File: config.mk
export PLATFORM = sky130hd
export DESIGN_NAME = vpa_chain
export DESIGN_NICKNAME = d
export VERILOG_FILES = /design/src/vpa_pkg.sv /design/src/vpa_cell.sv /design/src/vpa_chain.sv
export SDC_FILE = /design/constraint.sdc
export NUM_CORES = 2
export LEC_CHECK = 0
export BUFFER_PORTS_ARGS = -buffer_cell sky130_fd_sc_hd__clkbuf_2
export CAP_MARGIN = 20
export CORE_AREA = 2 2 524 526
export DETAILED_ROUTE_END_ITERATION = 6
export DIE_AREA = 0 0 526 528
export RECOVER_POWER = 100
export SLEW_MARGIN = 0
export SYNTH_ARGS = -nofsm -noshare
export SYNTH_HDL_FRONTEND = slang
export SYNTH_SLANG_ARGS = --single-unit
File: constraint.sdc
create_clock -name clk -period 5.2 [get_ports clk]
set_input_delay 0.26 -clock clk [delete_from_list [all_inputs] [get_ports clk]]
set_output_delay 0.26 -clock clk [all_outputs]
set_load 0.01 [all_outputs]
File: src/vpa_pkg.sv
// Shared constants and types of the variable partition allocator.
package vpa_pkg;
	localparam int MAX_BLOCKS = 32;
	localparam int ADDR_BITS = 16;
	localparam int OWNER_BITS = 8;
	localparam int IDX_BITS = $clog2(MAX_BLOCKS);
	localparam int CNT_BITS = $clog2(MAX_BLOCKS + 1);
	localparam int LEN_BITS = ADDR_BITS + 1;

	localparam logic [2:0] ST_DONE = 3'd0;
	localparam logic [2:0] ST_NO_HOLE = 3'd1;
	localparam logic [2:0] ST_FULL = 3'd2;
	localparam logic [2:0] ST_BAD = 3'd3;
	localparam logic [2:0] ST_NO_OWNER = 3'd4;

	localparam logic CFG_FIT = 1'b0;
	localparam logic CFG_SIZE = 1'b1;

	// Fit policies; the fourth code behaves as first fit.
	localparam logic [1:0] FIT_FIRST = 2'd0;
	localparam logic [1:0] FIT_BEST = 2'd1;
	localparam logic [1:0] FIT_WORST = 2'd2;
	localparam logic [1:0] FIT_ALT = 2'd3;

	localparam logic KIND_ALLOC = 1'b0;
	localparam logic KIND_FREE = 1'b1;

	typedef struct packed {
		logic [ADDR_BITS-1:0] seg_start;
		logic [ADDR_BITS-1:0] seg_end;
		logic [OWNER_BITS-1:0] owner;
		logic used;
	} seg_t;

	// Command to all cells for one cycle.
	typedef enum logic [2:0] {
		OP_HOLD, OP_INIT, OP_SPLIT, OP_MARK, OP_RELEASE, OP_MERGE
	} op_t;

	typedef struct packed {
		op_t op;
		logic [IDX_BITS-1:0] idx;
		logic [ADDR_BITS-1:0] split_end;
		logic [OWNER_BITS-1:0] owner;
		logic [ADDR_BITS-1:0] init_end;
	} cmd_t;
endpackage

File: src/vpa_cell.sv
// One table slot; shifts to the right on split and to the left on merge.
module vpa_cell (
	input  logic clk,
	input  logic arst_n,
	input  logic [vpa_pkg::IDX_BITS-1:0] my_idx,
	input  vpa_pkg::cmd_t cmd,
	input  vpa_pkg::seg_t left_seg,
	input  vpa_pkg::seg_t right_seg,
	output vpa_pkg::seg_t seg
);
	vpa_pkg::seg_t seg_q;
	vpa_pkg::seg_t seg_d;
	vpa_pkg::seg_t boot_seg;
	assign seg = seg_q;

	// Slot zero comes out of reset as one free block over the full range.
	always_comb begin
		boot_seg = '0;
		if (my_idx == '0) begin
			boot_seg.seg_end = '1;
			boot_seg.used = 1'b1;
		end
	end

	always_comb begin
		seg_d = seg_q;
		case (cmd.op)
			vpa_pkg::OP_INIT: begin
				seg_d = '0;
				if (my_idx == '0) begin
					seg_d.seg_end = cmd.init_end;
					seg_d.used = 1'b1;
				end
			end
			vpa_pkg::OP_SPLIT: begin
				if (my_idx == cmd.idx) begin
					seg_d.seg_end = cmd.split_end;
					seg_d.owner = cmd.owner;
				end else if (my_idx == cmd.idx + 1'b1) begin
					seg_d.seg_start = cmd.split_end + 1'b1;
					seg_d.seg_end = left_seg.seg_end;
					seg_d.owner = '0;
					seg_d.used = 1'b1;
				end else if (my_idx > cmd.idx) begin
					seg_d = left_seg;
				end
			end
			vpa_pkg::OP_MARK: begin
				if (my_idx == cmd.idx) seg_d.owner = cmd.owner;
			end
			vpa_pkg::OP_RELEASE: begin
				if (seg_q.owner == cmd.owner) seg_d.owner = '0;
			end
			vpa_pkg::OP_MERGE: begin
				if (my_idx == cmd.idx) begin
					seg_d.seg_end = right_seg.seg_end;
				end else if (my_idx > cmd.idx) begin
					seg_d = right_seg;
				end
			end
			default: begin
			end
		endcase
	end

	always_ff @(posedge clk or negedge arst_n) begin
		if (!arst_n) begin
			seg_q <= boot_seg;
		end else begin
			seg_q <= seg_d;
		end
	end
endmodule

File: src/vpa_chain.sv
// Row of table cells with neighbor links.
module vpa_chain (
	input  logic clk,
	input  logic arst_n,
	input  vpa_pkg::cmd_t cmd,
	output vpa_pkg::seg_t segs [vpa_pkg::MAX_BLOCKS]
);
	for (genvar g = 0; g < vpa_pkg::MAX_BLOCKS; g++) begin : g_cell
		vpa_pkg::seg_t lft, rgt;
		if (g == 0) begin : g_l
			assign lft = '0;
		end else begin : g_l
			assign lft = segs[g-1];
		end
		if (g == vpa_pkg::MAX_BLOCKS - 1) begin : g_r
			assign rgt = '0;
		end else begin : g_r
			assign rgt = segs[g+1];
		end
		vpa_cell u_cell (
			.clk(clk), .arst_n(arst_n),
			.my_idx(vpa_pkg::IDX_BITS'(g)),
			.cmd(cmd), .left_seg(lft), .right_seg(rgt), .seg(segs[g])
		);
	end
endmodule
---- After elaboration in Yosys (flattened, before gate mapping) ----
Index checks and enable logic that the tools add are counted.
word-level totals
  word-level logic and storage cells ...... 1065
  output and inout port bits .............. 1312
  input bits .............................. 50
  flip-flop bits (word level) ............. 1312
operators by class
  $add $sub $neg .......................... 2
  muxes and demuxes ....................... 448
  equality and inequality tests ........... 355
  order comparisons ....................... 32
  reductions and logical operators ........ 100
operators by type and width
  cell                                                                  number
  41-bit 2-to-1 mux                                                     96
  32-bit case mux with 3 select lines                                   32
  16-bit 2-to-1 mux                                                     96
  8-bit case mux with 5 select lines                                    32
  24-bit 2-to-1 mux                                                     32
  8-bit 2-to-1 mux                                                      64
  9-bit 2-to-1 mux                                                      32
  8-bit equality test                                                   32
  2-bit by 1-bit != test with 1-bit output, second input constant       96
  3-bit by 1-bit != test with 1-bit output, second input constant       64
  6-bit AND reduction                                                   32
  5-bit equality test, first input constant                             32
  5-bit AND reduction                                                   32
  2-bit != test, second input constant                                  64
  4-bit by 1-bit != test with 1-bit output, second input constant       32
  1-bit case mux with 3 select lines                                    32
  3-bit AND reduction                                                   32
  4-bit by 5-bit equality test with 1-bit output, first input constant  16
  5-bit > comparator, first input constant                              16
  3-bit by 5-bit equality test with 1-bit output, first input constant  8
  4-bit by 5-bit > comparator with 1-bit output, first input constant   8
  1-bit 2-to-1 mux                                                      32
  2-bit by 5-bit equality test with 1-bit output, first input constant  4
  3-bit by 5-bit > comparator with 1-bit output, first input constant   4
  11 further kinds                                                      17

---- Depth between registers and ports, before layout ----
  word-level depth ........................ 5
  gate-level depth with buffers ........... 15
  depth with buffers taken out ............ 9

---- Worst setup path before layout ----
No wires, ideal clock.
  path type ............................... in2reg
  start point ............................. in cmd[43] in the netlist's numbering
  end point ............................... reg g_cell[6].u_cell.seg_q (netlist bit g_cell[6].u_cell.seg[7])
  setup time .............................. 0.125 ns
  arrival time ............................ 2.676 ns
  path slack .............................. 2.399 ns
  stages .................................. 12
  required time ........................... 5.075 ns
  buffers on the path ..................... 3
  cell sequence ........................... buf_4 > nand2_2 > buf_4 > nor2_1 > ha_1 > buf_4 > or3b_1 > nor2_2 > nor2_1 > a22o_1 > a221o_1 > mux2_2
between the ends
  longest elaborated chain between the ends .. 5
  elaborated cells between the ends (all ways) .. 12
  those cells by class .................... add/sub (1); order compare (1); eq/ne (6); mux (3); reduce/logical (1)
ends and longest elaborated chain
  what                                            line            text
  start, declared                                 vpa_chain.sv:5  input vpa_pkg::cmd_t cmd,
  5-bit by 1-bit adder with 5-bit output          vpa_cell.sv:39  end else if (my_idx == cmd.idx + 1'b1) begin
  3-bit by 5-bit equality test with 1-bit output  vpa_cell.sv:39
  41-bit 2-to-1 mux                               vpa_cell.sv:39
  24-bit 2-to-1 mux                               vpa_cell.sv:36  if (my_idx == cmd.idx) begin
  8-bit case mux with 5 select lines              vpa_cell.sv:27  case (cmd.op)
  end signal, assigned                            vpa_cell.sv:68  seg_q <= boot_seg;
  end signal, assigned                            vpa_cell.sv:70  seg_q <= seg_d;
  end, declared                                   vpa_cell.sv:11  vpa_pkg::seg_t seg_q;
Parallel ways exist; a longest one is shown, timed or not.
A chain may end at the register's enable or synchronous reset.

---- Worst setup path after layout ----
  start point ............................. in cmd[46] in the netlist's numbering
  end point ............................... reg g_cell[3].u_cell.seg_q (netlist bit g_cell[3].u_cell.seg[3])
between the ends
  longest elaborated chain between the ends .. 3
  elaborated cells between the ends (all ways) .. 13
  those cells by class .................... eq/ne (10); mux (1); reduce/logical (2)
ends and longest elaborated chain
  what                                                                        line
  3-bit by 2-bit equality test with 1-bit output (tied with other cells)      vpa_cell.sv:27
  4-bit by 1-bit != test with 1-bit output (no line) (tied with other cells)  --
  6-bit AND reduction (no line)                                               --
  end signal, assigned                                                        vpa_cell.sv:68
  end signal, assigned                                                        vpa_cell.sv:70
  end, declared                                                               vpa_cell.sv:11
Parallel ways exist; a longest one is shown, timed or not.

==> key figures <==
Run status
  – Run status: complete, but fails checks
  – Failing checks: DRC, capacitance limit, slew limit

Critical path
  – Crit-path slowest cell: nor3b_1
  – CP bufs+invs: 2
  – Critical path endpoint category: flip-flop
  – CP Data Required Time: between 5000 and 6000 ps
  – Top delay family on crit path: simple AND/OR/NAND/NOR gates
  – Crit path max fanout: 31
  – Crit-path max cell delay: 1670 ps
  – Worst setup SP type: primary input
  – CP Cell Sequence: clkbuf_1 -> nor3b_1 -> buf_4 -> nand2_1 -> o21ai_0 -> a22oi_1 -> nand2_1 -> mux2_2
  – R2R setup slack: about 1700 ps
  – Arr. time, crit path: roughly 5300 ps
  – Critical path class: in -> reg
  – Most used cell, CP: nand2_1

Layout
  – Share of layout cells above drive strength 1: 9.27%
  – Largest register FFs: around 1300
  – Post-route cell area: 0.0905 mm2
  – P&R area growth vs syn: 19.3%
  – NumNets Final: 10200

Synthesis
  – Yosys warning total: 0
  – Mapped Nets: 9198
  – Mapped Cells: 9146
  – FFs w/ async S/R, synth: 100%
  – Post-synth EDFFs: 0
  – Post-synthesis adder-cell area fraction: less than 1%
  – Post-synthesis mux area share: under 10%
  – Top cell type by total area after synthesis: dfrtp_1
  – Synthesized area: between 0.07 and 0.08 mm2
  – Post-synth top cells: nand2_1, a21oi_1, dfrtp_1
  – Primary FF master, synth: dfrtp_1
  – Area share of the largest cell type after synthesis: 42.7%
  – Seq/Total Area, Yosys: about 43%
  – Seq cells post-synth: 1312
  – Syn_area_per_cell: slightly above 8 um2
  – Post-synth cell types: just over 100
  – Compound-cell area share of the yosys netlist: a little over a quarter
  – Top cells by area, synth: dfrtp_1, a21oi_1, nand2_1
  – Simple-Gate Fraction of Synth Area: roughly 16%
  – Post-Synth XOR/XNOR Area: roughly 3.2%
  – Most common cell in the synthesized netlist: nand2_1
  – Largest family of logic cells by synthesized area: compound AO/OA/AOI/OAI gates

Clock network
  – Setup bufs post-CTS: 0
  – Clk Tree Root Cell: clkbuf_16
  – Htree depth: 4
  – Clock latency reported for the late side of the worst-skew pair: between 800 and 900 ps
  – CTS Buf Count: ~170
  – Clk sinks: about 1300
  – CTS tree: yes
  – CTS clock-pin slew for the worst setup and hold paths: 60 ps
  – Post_cts resized: 0
  – CTS max path bufs: 4

Timing
  – Final Hold Viols: 0
  – Fin worst setup slack: ~690 ps
  – Fmax: 0.222 GHz
  – Tightest Pin Transition: 3590 ps
  – Clock period minus worst slack: between 4000 and 5000 ps
  – Fin. max-slew vios: approximately 380
  – Setup_tns: 0 ps
  – Final setup viols: 0
  – Max Clock Skew: 58.3 ps
  – Hold WS: between 40 and 50 ps
  – Final period util: just under 90%
  – Slew headroom: -140%
  – RSZ-0062 raised after global routing: no

Floorplan
  – Ports: around 1400
  – Core Rows: 192
  – Die Area: around 0.28 mm2
  – Die height: between 500 and 600 um
  – Die X: ~530 um
  – Initial Util: approximately 28%
  – Core area: ~0.27 mm2

Power
  – Peak supply drop: around 0.24 mV
  – Power per cell area: around 360 mW/mm2
  – Pwr Total: between 0.03 and 0.04 W
  – Leakage: between 30 and 40 nW

Route
  – DRT antenna net count: 0
  – DRT iter0 DRCs: 13800
  – Vias per cell: around 6.1
  – First drt pass iteration count: 7
  – Via count: 85000
  – DRC: 40
  – Detailed-route wire length: approximately 520000 um
  – WL/cell: between 30 and 40 um

Placed design
  – Place WS: 1040 ps
  – HPWL after DPL: about 380000 um
  – Placed cell area: a little under 0.09 mm2
  – RD Place Congestion: between 0.9 and 1
  – IO buf count: between 1000 and 1500

Global routing
  – Grt ovf: 0
  – Vias in the first global route: approximately 76000
  – Largest net degree at the start of global routing: around 170
  – First-pass GRT wire length: roughly 700000 um
  – Antenna violations before repair: 29
  – All-Layer GR Usage: 35.5%

Job
  – Max-cap viol count: 17

Min path
  – Worst hold path class: in -> reg
## final cells by class
type	count	area [um2]
Clock buffer	255	4950
Antenna cell	20	50.0
Clock inverter	38	443
Timing Repair Buffer	1702	8070
Sequential cell	1312	32900
Inverter	35	131
Fill cell	29400	182000
Tap cell	3589	4490
Multi-Input combinational cell	6959	39500
## what timing repair did
action	CTS	global route
hold buffers	19	0
endpoints found under the hold margin	261	0
endpoints found under the setup margin	0	0
## cells in the final DEF, fill, tap and decap left out, types with 49 or more instances in the layout
cell          n
nand3_1     119
buf_4       249
a221oi_1    178
a22o_1      126
a222oi_1     87
a221o_1     119
mux2_2      172
clkbuf_16   172
mux2i_1     142
a22oi_1     219
clkbuf_2     49
o2bb2ai_1    56
xor2_1       82
nand2_1    1605
a211oi_1    112
a21oi_1    1421
nor2_1     1008
xnor2_1     181
a31oi_1      49
dfrtp_1    1295
o21ai_0     747
clkbuf_1   1389
## worst register-to-register path: stages, from the launching register on
cell and delay [ps]:
dfrtp_1 600, xnor2_1 180, nand4_1 110, nor4_1 310
a311oi_1 200, a211oi_1 1510, mux2_2 450
## cell families (layout without fill, tap and decap cells)
logic type               after synthesis  in the layout
AO/OA/AOI/OAI                       3350           3350
XOR/XNOR                             276            276
adder cells (fa/ha/maj)                2              2
buffers and inverters                875           2030
flip-flops                          1312           1312
multiplexers                         314            314
other                                  0             20
AND/OR/NAND/NOR                     3017           3017
## power by group
part,switching (W),internal [W]
Sequential,0.00228,0.0114
Combinational,0.00497,0.00200
Clock,0.00516,0.00690
## per-stage QoR
step	std cells	utilization (%)
after floorplan	9146	-
after global placement	13600	31.8
after detailed placement	13600	31.9
after CTS	13900	33.9
after global routing	13900	33.2
final	13900	33.2
## path summary, 6_finish.rpt
path	startpoint	end	depth (start not counted)
max in group asynchronous	arst_n	g_cell[25].u_cell.seg[12]$_DFFE_PN0P_	3
min reg2reg	g_cell[0].u_cell.seg[22]$_DFFE_PN1P_	g_cell[0].u_cell.seg[22]$_DFFE_PN1P_	2
max	cmd[46]	g_cell[3].u_cell.seg[3]$_DFFE_PN0P_	8
min	cmd[18]	g_cell[12].u_cell.seg[3]$_DFFE_PN0P_	3
max reg2reg	g_cell[21].u_cell.seg[7]$_DFFE_PN0P_	g_cell[21].u_cell.seg[8]$_DFFE_PN0P_	6
min in group asynchronous	arst_n	g_cell[26].u_cell.seg[34]$_DFFE_PN0P_	2
## per-layer routing
| layer | wire, um | share of wire [%] | up-vias | global-route usage, % |
|---|---|---|---|---|
| met2 | 211000 | 41 | 6783 | 50.8 |
| li1 | - | - | 34900 | - |
| met4 | 35100 | 6.8 | 14 | 18.8 |
| met5 | 105 | 0.020 | - | 0 |
| met1 | 202000 | 39 | 42100 | 47.0 |
| met3 | 68900 | 13 | 1227 | 12.1 |
Power figures use the tool's default switching activity.
